## config.mk

```make
export PLATFORM = sky130hd
export DESIGN_NAME = gcr_byte_stream_codec
export DESIGN_NICKNAME = d
export VERILOG_FILES = /design/src/sv/gcr_pkg.sv /design/src/sv/gcr_byte_stream_codec.sv /design/src/sv/gcr_step.sv /design/src/sv/gcr_out_buf.sv
export VERILOG_INCLUDE_DIRS = /design/src /design/src/sv
export SDC_FILE = /design/constraint.sdc
export NUM_CORES = 1
export LEC_CHECK = 0
export BUFFER_PORTS_ARGS = -buffer_cell sky130_fd_sc_hd__clkbuf_2
export CORE_UTILIZATION = 50
export DETAILED_ROUTE_END_ITERATION = 8
export GPL_ROUTABILITY_DRIVEN = 1
export PLACE_DENSITY = 0.68
export SETUP_SLACK_MARGIN = 0.05
export SYNTH_ARGS = -nofsm -noshare
export SYNTH_HDL_FRONTEND = slang
export SYNTH_HIERARCHICAL = 1
export SYNTH_SLANG_ARGS = --single-unit
```

## constraint.sdc

```tcl
create_clock -name clk -period 6.5 [get_ports clk]
set_input_delay 0.65 -clock clk [delete_from_list [all_inputs] [get_ports clk]]
set_output_delay 0.65 -clock clk [all_outputs]
set_load 0.02 [all_outputs]
```

## src/sv/assert_macros.svh

```systemverilog
// Assertion macros for the codec top level.
`ifndef ASSERT_MACROS_SVH
`define ASSERT_MACROS_SVH

// Same-cycle implication, checked on rising clk outside reset.
`define GCR_ASSERT_NOW(lbl, ante, cons, msg) \
	lbl: assert property (@(posedge clk) disable iff (!arst_n) (ante) |-> (cons)) \
		else $error(msg);

// Next-cycle implication, checked on rising clk outside reset.
`define GCR_ASSERT_NEXT(lbl, ante, cons, msg) \
	lbl: assert property (@(posedge clk) disable iff (!arst_n) (ante) |=> (cons)) \
		else $error(msg);

`endif

```

## src/sv/gcr_pkg.sv

```systemverilog
// Shared types, code table and table lookups for the group code codec.
package gcr_pkg;

	localparam int unsigned MaxPendCnt = 9;

	localparam logic [4:0] NibToCode [16] = '{
		5'h0A, 5'h0B, 5'h12, 5'h13, 5'h0E, 5'h0F, 5'h16, 5'h17,
		5'h09, 5'h19, 5'h1A, 5'h1B, 5'h0D, 5'h1D, 5'h1E, 5'h15
	};

	typedef struct packed {
		logic [7:0] out_byte;
		logic       code_error;
		logic       last_of_run;
	} result_t;

	typedef struct packed {
		logic [1:0] n_res;
		result_t    res0;
		result_t    res1;
		logic [8:0] pend_bits;
		logic [3:0] pend_cnt;
	} step_t;

	// Returns the nibble in the low four bits; bit 4 flags a code with no entry.
	function automatic logic [4:0] code_to_nib(input logic [4:0] code);
		logic [4:0] res;
		res = 5'h10;
		for (int i = 0; i < 16; i++) begin
			if (res[4] && NibToCode[i] == code) begin
				res = {1'b0, 4'(i)};
			end
		end
		return res;
	endfunction

endpackage

```

## src/sv/gcr_byte_stream_codec.sv

```systemverilog
// Top level of the 4-to-5 group code byte-stream codec.
//
//  channel | direction | handshake          | word
//  --------+-----------+--------------------+----------------------------------------
//  in      | to block  | in_valid/in_stall   | data_in, first_of_buffer
//  out     | from block| out_valid/out_stall | out_byte, code_error, last_of_run
//  cfg     | to block  | cfg_valid/cfg_ready | direction
//
//  A word is taken into the input register, where its results are computed in a
//  single pass and loaded into a two-slot output buffer once they fit there.
//  Throughput is one input word per cycle when it yields at most one result and
//  out_stall stays low; after an encode word yielding two results the next word
//  waits until the buffer can take it, as the output buffer's single read port
//  passes one result out at a time.
//  Reset (arst_n low) clears direction to decode and empties the residual queue,
//  input register and output buffer.
//  out_stall holds the buffer head; a full buffer holds the input register, which
//  raises in_stall. cfg_ready is high only while the block holds no word.
`include "assert_macros.svh"

module gcr_byte_stream_codec (
	input  logic       clk,
	input  logic       arst_n,
	// input channel
	input  logic       in_valid,
	output logic       in_stall,
	input  logic [7:0] data_in,
	input  logic       first_of_buffer,
	// output channel
	output logic       out_valid,
	input  logic       out_stall,
	output logic [7:0] out_byte,
	output logic       code_error,
	output logic       last_of_run,
	// configuration channel
	input  logic       cfg_valid,
	output logic       cfg_ready,
	input  logic       direction
);

	// input register stage
	logic       valid_s1;
	logic [7:0] data_s1;
	logic       first_s1;

	// architectural state
	logic       direction_q;
	logic [8:0] pend_bits_q;
	logic [3:0] pend_cnt_q;

	gcr_pkg::step_t   step;
	gcr_pkg::result_t head;
	logic             space;
	logic [1:0]       fill;
	logic             commit;
	logic             in_take;
	logic             cfg_take;

	// commit the staged word when its results fit; a word with none always commits
	assign commit   = valid_s1 && (step.n_res == 2'd0 || space);
	assign in_stall = valid_s1 && !commit;
	assign in_take  = in_valid && !in_stall;
	assign cfg_ready = !valid_s1 && (fill == 2'd0);
	assign cfg_take  = cfg_valid && cfg_ready;

	always_ff @(posedge clk or negedge arst_n) begin
		if (!arst_n) begin
			valid_s1 <= 1'b0;
		end else if (in_take) begin
			valid_s1 <= 1'b1;
		end else if (commit) begin
			valid_s1 <= 1'b0;
		end
	end

	always_ff @(posedge clk) begin
		if (in_take) begin
			data_s1  <= data_in;
			first_s1 <= first_of_buffer;
		end
	end

	// direction write also drops the residual queue
	always_ff @(posedge clk or negedge arst_n) begin
		if (!arst_n) begin
			direction_q <= 1'b0;
			pend_bits_q <= 9'd0;
			pend_cnt_q  <= 4'd0;
		end else if (cfg_take) begin
			direction_q <= direction;
			pend_bits_q <= 9'd0;
			pend_cnt_q  <= 4'd0;
		end else if (commit) begin
			pend_bits_q <= step.pend_bits;
			pend_cnt_q  <= step.pend_cnt;
		end
	end

	gcr_step u_step (
		.direction      (direction_q),
		.data_in        (data_s1),
		.first_of_buffer(first_s1),
		.pend_bits      (pend_bits_q),
		.pend_cnt       (pend_cnt_q),
		.step           (step)
	);

	gcr_out_buf u_out_buf (
		.clk      (clk),
		.arst_n   (arst_n),
		.load     (commit && step.n_res != 2'd0),
		.load_n   (step.n_res),
		.load_r0  (step.res0),
		.load_r1  (step.res1),
		.out_stall(out_stall),
		.out_valid(out_valid),
		.head     (head),
		.space    (space),
		.fill     (fill)
	);

	assign out_byte    = head.out_byte;
	assign code_error  = head.code_error;
	assign last_of_run = head.last_of_run;

	`GCR_ASSERT_NOW(a_enc_yields, commit && direction_q, step.n_res != 2'd0, "encode word yielded no result")
	`GCR_ASSERT_NOW(a_pend_range, 1'b1, pend_cnt_q <= 4'(gcr_pkg::MaxPendCnt), "residual count beyond nine bits")
	`GCR_ASSERT_NEXT(a_cfg_clears, cfg_take, pend_cnt_q == 4'd0, "direction write left residual bits")
	`GCR_ASSERT_NOW(a_fill_range, 1'b1, fill != 2'd3, "output buffer over two words")

endmodule

```

## src/sv/gcr_step.sv

```systemverilog
// Single-pass encode/decode of one word against the residual bit queue.
module gcr_step (
	input  logic           direction,
	input  logic [7:0]     data_in,
	input  logic           first_of_buffer,
	input  logic [8:0]     pend_bits,
	input  logic [3:0]     pend_cnt,
	output gcr_pkg::step_t step
);

	logic [8:0]  pb;
	logic [3:0]  pc;
	logic [4:0]  cnt;
	logic [4:0]  rem;
	logic [18:0] acc;
	logic [18:0] mask;
	logic [9:0]  grp;
	logic [4:0]  hi;
	logic [4:0]  lo;

	always_comb begin
		// drop residual bits at a new buffer, then clamp the count
		pb = first_of_buffer ? 9'd0 : pend_bits;
		pc = first_of_buffer ? 4'd0 : pend_cnt;
		if (pc > 4'(gcr_pkg::MaxPendCnt)) begin
			pc = 4'(gcr_pkg::MaxPendCnt);
		end

		step      = '0;
		acc       = '0;
		cnt       = '0;
		rem       = '0;
		grp       = '0;
		hi        = '0;
		lo        = '0;

		if (direction) begin
			grp = {gcr_pkg::NibToCode[data_in[7:4]], gcr_pkg::NibToCode[data_in[3:0]]};
			acc = {pb, grp};
			cnt = {1'b0, pc} + 5'd10;
			step.res0.out_byte = 8'(acc >> (cnt - 5'd8));
			if (cnt >= 5'd16) begin
				step.n_res = 2'd2;
				step.res1.out_byte = 8'(acc >> (cnt - 5'd16));
				step.res1.last_of_run = 1'b1;
				rem = cnt - 5'd16;
			end else begin
				step.n_res = 2'd1;
				step.res0.last_of_run = 1'b1;
				rem = cnt - 5'd8;
			end
		end else begin
			acc = {2'b00, pb, data_in};
			cnt = {1'b0, pc} + 5'd8;
			if (cnt >= 5'd10) begin
				grp = 10'(acc >> (cnt - 5'd10));
				hi  = gcr_pkg::code_to_nib(grp[9:5]);
				lo  = gcr_pkg::code_to_nib(grp[4:0]);
				step.n_res = 2'd1;
				step.res0.last_of_run = 1'b1;
				if (lo[4]) begin
					step.res0.out_byte   = 8'hFF;
					step.res0.code_error = 1'b1;
				end else if (hi[4]) begin
					step.res0.out_byte   = {4'hF, lo[3:0]};
					step.res0.code_error = 1'b1;
				end else begin
					step.res0.out_byte = {hi[3:0], lo[3:0]};
				end
				rem = cnt - 5'd10;
			end else begin
				rem = cnt;
			end
		end

		mask           = (19'd1 << rem) - 19'd1;
		step.pend_bits = 9'(acc & mask);
		step.pend_cnt  = 4'(rem);
	end

endmodule

```

## src/sv/gcr_out_buf.sv

```systemverilog
// Two-slot result buffer feeding the output channel one word per cycle while out_stall is low.
module gcr_out_buf (
	input  logic             clk,
	input  logic             arst_n,
	input  logic             load,
	input  logic [1:0]       load_n,
	input  gcr_pkg::result_t load_r0,
	input  gcr_pkg::result_t load_r1,
	input  logic             out_stall,
	output logic             out_valid,
	output gcr_pkg::result_t head,
	output logic             space,
	output logic [1:0]       fill
);

	gcr_pkg::result_t r0_q;
	gcr_pkg::result_t r1_q;
	logic [1:0]       cnt_q;
	logic             take;

	assign out_valid = (cnt_q != 2'd0);
	assign take      = out_valid && !out_stall;
	// buffer is free at this edge when it is empty or its last word leaves now
	assign space     = (cnt_q == 2'd0) || (cnt_q == 2'd1 && take);
	assign head      = r0_q;
	assign fill      = cnt_q;

	always_ff @(posedge clk or negedge arst_n) begin
		if (!arst_n) begin
			cnt_q <= 2'd0;
		end else if (load) begin
			cnt_q <= load_n;
		end else if (take) begin
			cnt_q <= cnt_q - 2'd1;
		end
	end

	always_ff @(posedge clk) begin
		if (load) begin
			r0_q <= load_r0;
			r1_q <= load_r1;
		end else if (take) begin
			r0_q <= r1_q;
		end
	end

endmodule

```

==> Word level (Yosys, flattened, before mapping) <==
Memories as Yosys holds them, arrays and structs flattened.
Cells that the tools add are included.
{ "word_totals": {"ram_bits": 0, "latch_bits": 0, "register_bits": 45, "mem_count": 2, "rom_bits": 160, "out_inout_bits": 13} }
{ "op_classes": {"div": 0, "eq_ne": 33, "multipliers": 0, "shift": 4, "reduce_logical": 52, "order_cmp": 5, "bitwise_logic": 3, "muxes": 127, "add_sub_neg": 7} }
{ "mem_list": {"columns": ["memory", "depth", "word_bits", "read_ports", "rd_clocked_by_memory_dff", "wr", "line_no", "rtl"], "rows": [
  ["(no name shown)", 16, 5, 1, 0, 0, "gcr_step.sv:38", "grp = {gcr_pkg::NibToCode[data_in[7:4]], gcr_pkg::NibToCode[data_in[3:0]]};"],
  ["(no name shown)", 16, 5, 1, 0, 0, "gcr_step.sv:38", null]
]} }
{ "ops": {"columns": ["op", "n"], "rows": [
  ["5-bit two-way mux", 103],
  ["5-bit equality test, first input constant", 20],
  ["4-bit by 5-bit equality test with 1-bit output, first input constant", 12],
  ["9-bit two-way mux", 5],
  ["1-bit logical AND", 38],
  ["19-bit by 5-bit right shift with 8-bit output", 2],
  ["10-bit two-way mux", 3],
  ["17-bit by 5-bit right shift with 10-bit output", 1],
  ["4-bit two-way mux", 4],
  ["5-bit greater-or-equal comparator, second input constant", 3],
  ["11-bit two-way mux", 1],
  ["4-bit by 4-bit adder with 5-bit output, second input constant", 2],
  ["4-bit inverter with 5-bit output", 2],
  ["2-bit nonzero test", 5],
  ["5-bit by 4-bit subtractor with 5-bit output, second input constant", 2],
  ["9-bit AND", 1],
  ["1-bit by 5-bit << shifter with 9-bit output, first input constant", 1],
  ["9-bit by 1-bit subtractor with 9-bit output, second input constant", 1],
  ["8-bit two-way mux", 1],
  ["1-bit two-way mux", 7],
  ["2-bit two-way mux", 3],
  ["5-bit by 4-bit greater-or-equal comparator with 1-bit output, second input constant", 1],
  ["5-bit subtractor, second input constant", 1],
  ["4-bit > comparator, second input constant", 1],
  ["other kinds (6)", 11]
]} }

==> Logic depth before layout (Yosys ltp) <==
{ "depth": {"ltp_word": 82, "mapped_depth": 24, "mapped_depth_nobuf": 20} }

==> By module <==
Netlist, hierarchy kept.
{ "by_module_without_submodules": {"columns": ["mod", "instances", "cells_per_inst", "seq_area_each_um2", "area_per_inst_um2"], "rows": [
  ["gcr_step", 1, 442, 0.0, 2872.8],
  ["gcr_byte_stream_codec", 1, 76, 645.6, 958.4],
  ["gcr_out_buf", 1, 50, 650.6, 888.4]
]} }

==> Worst setup path after synthesis <==
Ideal clock, no wire load.
{ "synth_timing": {"kind": "register to register", "start": "register first_s1", "end": "register u_out_buf.r0_q, in the netlist u_out_buf/head[0], data pin", "slack_ns": 1.318, "path_stages_with_launch": 23, "t_arrival_ns": 4.923, "setup_time_ns": 0.260, "t_required_ns": 6.240, "n_path_buf": 8, "cell_sequence": "edfxtp_1 > buf_4 > nor3b_4 > buf_2 > buf_1 > ha_1 > xnor2_1 > clkinv_1 > clkbuf_1 > ha_1 > nand2_1 > a211oi_1 > nor2_1 > nand2_1 > nand2_1 > buf_4 > nor2_1 > o21ai_1 > buf_2 > nor2_1 > buf_6 > buf_2 > mux2_2"} }
{ "synth_lines": {"columns": ["element", "line_no", "rtl"], "rows": [
  ["start, declared", "gcr_byte_stream_codec.sv:44", "logic first_s1;"],
  ["start signal, assigned", "gcr_byte_stream_codec.sv:79", "first_s1 <= first_of_buffer;"],
  ["end signal, assigned", "gcr_out_buf.sv:40", "r0_q <= load_r0;"],
  ["end signal, assigned", "gcr_out_buf.sv:43", "r0_q <= r1_q;"],
  ["end, declared", "gcr_out_buf.sv:16", "gcr_pkg::result_t r0_q;"]
]} }

==> results.md <==
* Gpl congestion at 0.976
* DIE HEIGHT at slightly below 100 um
* RSZ-0062 raised after global routing: no
* DR DRC count at 0
* Worst-path cell chain: inv_1 > nand3_1 > inv_1 > ha_1 > xnor2_1 > clkinv_1 > ha_1 > o211ai_1 > o21ai_0 > nor3_2 > nand3_1 > ha_1 > nor3_1 > a22o_1 > a22oi_1 > a211oi_1 > inv_1 > mux2i_1
* Post-CTS setup buffers at 0
* Vias in the first global route at slightly above 4000
* Cts repair resizes at 0
* Final ANT Viol Nets at 0
* Final Skew at 0.0120 ns
* Io pins at 28
* Fin. Hold Viols at 0
* Final Slew Violations at 0
* Worst path slowest cell: xnor2_1
* Clock Path Buffers at 2
* Final Non-Filler Cells at 677
* Outcome: completed
* Worst slew margin at between 20 and 25%
* Final setup vio count at 0
* Syn_nets at between 500 and 600
* Yosys cell types at between 80 and 90
* Post-DP HPWL at 10300 um
* Syn-to-layout area delta at 4.11%
* DR vias at approximately 4500
* Clk sinks at 46
* CTS tree: built
* EDFF count, synth at 29
* Drt pass-1 iters at 6
* Setup crit start kind: flip-flop
* Die width at approximately 99 um
* Power Density at between 500 and 600 nW/um^2
* Initial Util at between 50 and 60%
* TNS Setup at 0 ns
* DRT Wirelength at about 14000 um
* Synthesized area per cell at just over 8 sq um
* Placed cells at around 670
* Avg WL per Cell at ~20 um
* PortBufs at 27
* Min cycle time layout at around 5.5 ns
* Global-route wire length before repair at about 22000 um
* Die area at 9830 sq um
* Min-Delay Path Class: primary input to asynchronous set/reset pin
* # diodes at 0
* Vias per Instance at ~6.7
* Site row count at 35
* Storage element area at 1300 sq um
* Gr usage total at between 20% and 30%
* Clock-pin transition on the worst setup and hold timing paths at about 0.09 ns
* Initial antenna violation count at 0
* Crit Path Class: flip-flop to flip-flop
* Pin count of the biggest net entering global routing at 37
* CORE AREA at between 9000 and 10000 sq um
* Primary FF master, synth: edfxtp_1
* Num CTS Buffers at 5
* Leak at around 2.0 nW
* Fraction of registers with async set/reset at roughly 37%
* Synthesized area at between 4000 and 5000 sq um
* Setup crit end kind: flip-flop
* FILL cells at approximately 870
* DRT iter0 DRCs at 520
* Max Fclk at 0.180 GHz
* Layout cells sized above 1 at between 10% and 20%
* Arrival time worst endpoint at roughly 5.8 ns
* VDD IR max at about 0.00033 V
* Clock Latency Late Sink at 0.30 ns
* Flops & latches, synth at 46
* Crit path max fanout at 19
* Root buffer cell: clkbuf_8
* Worst Tran Pin Value at approximately 1.1 ns
* Data required time of the critical path at about 6.7 ns
* Gate Count Post-Synth at 568
* Max Cap Violations at 0
* Syn. warnings at 6
* Sequential area share after synthesis at 27.5%
* Total grt overflow at 0
* H-tree depth at 2
* Layout net count at 588
* Multi-input logic area at 3040 sq um
* Final period util at a little under nine tenths
* CP peak stage delay at around 0.89 ns
* Cts hold-fix bufs at 0
==> routing by layer <==
layer  GRT usage, %  wire length, um  up-vias
li1               -                -     2116
met3           6.11             1180       40
met5              0                0        -
met1           37.9             5840     2154
met2           45.3             6160      226
met4           9.62              390        0
==> through the flow <==
step	hold slack [ns]	instance area [sq um]	power (mW)	setup WS [ns]	utilization (%)
5_1_grt	0.314	4910	3.13	0.470	53.4
3_5_place_dp	0.536	4830	2.69	1.11	52.5
4_1_cts	0.296	4910	2.88	1.09	53.4
2_1_floorplan	0.354	4720	2.23	1.32	-
6_report	0.280	4910	2.91	0.956	53.4
3_3_place_gp	0.529	4830	2.65	1.31	52.5
==> layout make-up <==
class,count,share of cell area [%]
Clock buffer,6,1.48
Clock inverter,2,0.280
Inverter,41,3.13
Multi-Input combinational cell,436,61.9
Sequential cell,46,26.4
Tap cell,111,2.83
Timing Repair Buffer,35,3.97
==> synthesized netlist by cell type (all sizes together), types with 3 or more instances <==
cell type | number | area (sq um)
nand2 | 57 | 214
nor2 | 48 | 180
inv | 40 | 150
a21oi | 36 | 180
o21ai | 34 | 174
edfxtp | 29 | 871
mux2i | 29 | 294
buf | 26 | 158
o211ai | 23 | 183
clkbuf | 19 | 71.3
mux2 | 18 | 206
dfrtp | 17 | 425
nand2b | 13 | 81.3
nand3 | 12 | 60.1
a211oi | 11 | 87.6
nor3 | 11 | 60.1
a21boi | 8 | 60.1
a22oi | 8 | 60.1
ha | 8 | 100
nor2b | 8 | 50.1
or2 | 6 | 37.5
a2111oi | 5 | 51.3
and2 | 5 | 31.3
mux4 | 5 | 113
o31ai | 5 | 51.3
a21o | 4 | 30.0
a221oi | 4 | 35.0
a31oi | 4 | 25.0
nor4 | 4 | 25.0
o211a | 4 | 40.0
o21a | 4 | 30.0
o311ai | 4 | 35.0
a22o | 3 | 26.3
a311oi | 3 | 26.3
nor3b | 3 | 33.8
or3 | 3 | 18.8
or4 | 3 | 30.0
xnor2 | 3 | 26.3
==> flip-flops by register name, summed over array words and instances, names as in the netlist <==
register        flops
first_s1            1
u_out_buf/fill      2
valid_s1            1
u_out_buf/r1_q     10
pend_cnt_q          4
u_out_buf/head     10
pend_bits_q         9
data_s1             8
direction_q         1
==> layout by cell type, fill, tap and decap left out, types with 3 or more instances in the layout <==
cell | Yosys | layout
ha_1 | 8 | 8
a21oi_1 | 36 | 36
mux2_2 | 16 | 16
clkbuf_8 | 0 | 5
a211oi_1 | 10 | 10
nor2_1 | 48 | 47
a21o_1 | 4 | 4
o21ai_1 | 8 | 8
a22oi_1 | 8 | 8
clkbuf_2 | 0 | 27
o211ai_1 | 21 | 21
nand2b_1 | 13 | 13
nand2_1 | 57 | 57
a22o_1 | 3 | 3
nor3_1 | 10 | 10
a2111oi_0 | 3 | 3
a21boi_0 | 7 | 7
o21ai_0 | 25 | 25
xnor2_1 | 3 | 3
o31ai_1 | 4 | 4
nor2b_1 | 8 | 8
or2_2 | 4 | 4
mux2i_1 | 28 | 28
o21a_1 | 4 | 4
nor4_1 | 4 | 4
a31oi_1 | 4 | 4
a311oi_1 | 3 | 3
o311ai_0 | 3 | 3
o211a_1 | 4 | 4
buf_4 | 8 | 8
or3_1 | 3 | 3
edfxtp_1 | 29 | 29
dfrtp_1 | 17 | 17
and2_1 | 5 | 5
mux4_2 | 5 | 5
inv_1 | 38 | 38
nand3_1 | 12 | 12
a221oi_1 | 4 | 4
==> worst max-delay path, delay by kind of cell, from the launching register on <==
family / cells / cell delay (ns)
and+or+nand+nor: 4 / 0.88
DFF: 1 / 0.76
muxes: 1 / 0.14
AOI/OAI and AO/OA: 5 / 1.11
adders and majority gates: 3 / 1.00
buffers and inverters: 4 / 0.70
xor gates and xnor gates: 1 / 0.89
==> logic make-up (layout without fill, tap and decap cells) <==
kind of cell	after synthesis	count (layout)	share of synthesized area [%]
flip-flops	46	46	27.5
other	1	1	0.0795
multiplexers	52	52	13.0
AND/OR/NAND/NOR	184	184	19.3
AO/OA/AOI/OAI	187	187	29.2
XOR/XNOR	4	4	0.742
adder cells (fa/ha/maj)	8	8	2.12
buffers and inverters	86	84	8.11
==> where the power goes <==
group / switching (mW) / internal, mW
logic: 1.29 / 0.794
clock network: 0.100 / 0.0757
registers: 0.164 / 0.487
==> path summary, 6_finish.rpt <==
kind | startpoint | slack, ns | cells after the start | endpoint
hold reg to reg | u_out_buf/r1_q[8] | 0.56 | 1 | u_out_buf/head[8]
min in group clk | data_in[0] | 0.51 | 1 | data_s1[0]
hold / removal | arst_n | 0.28 | 1 | direction_q
setup reg to reg | first_s1 | 0.96 | 18 | pend_bits_q[4]
max in group asynchronous | arst_n | 5.90 | 1 | pend_bits_q[0]
setup / recovery | first_s1 | 0.96 | 18 | pend_bits_q[4]
Power figures use the tool's default switching activity.
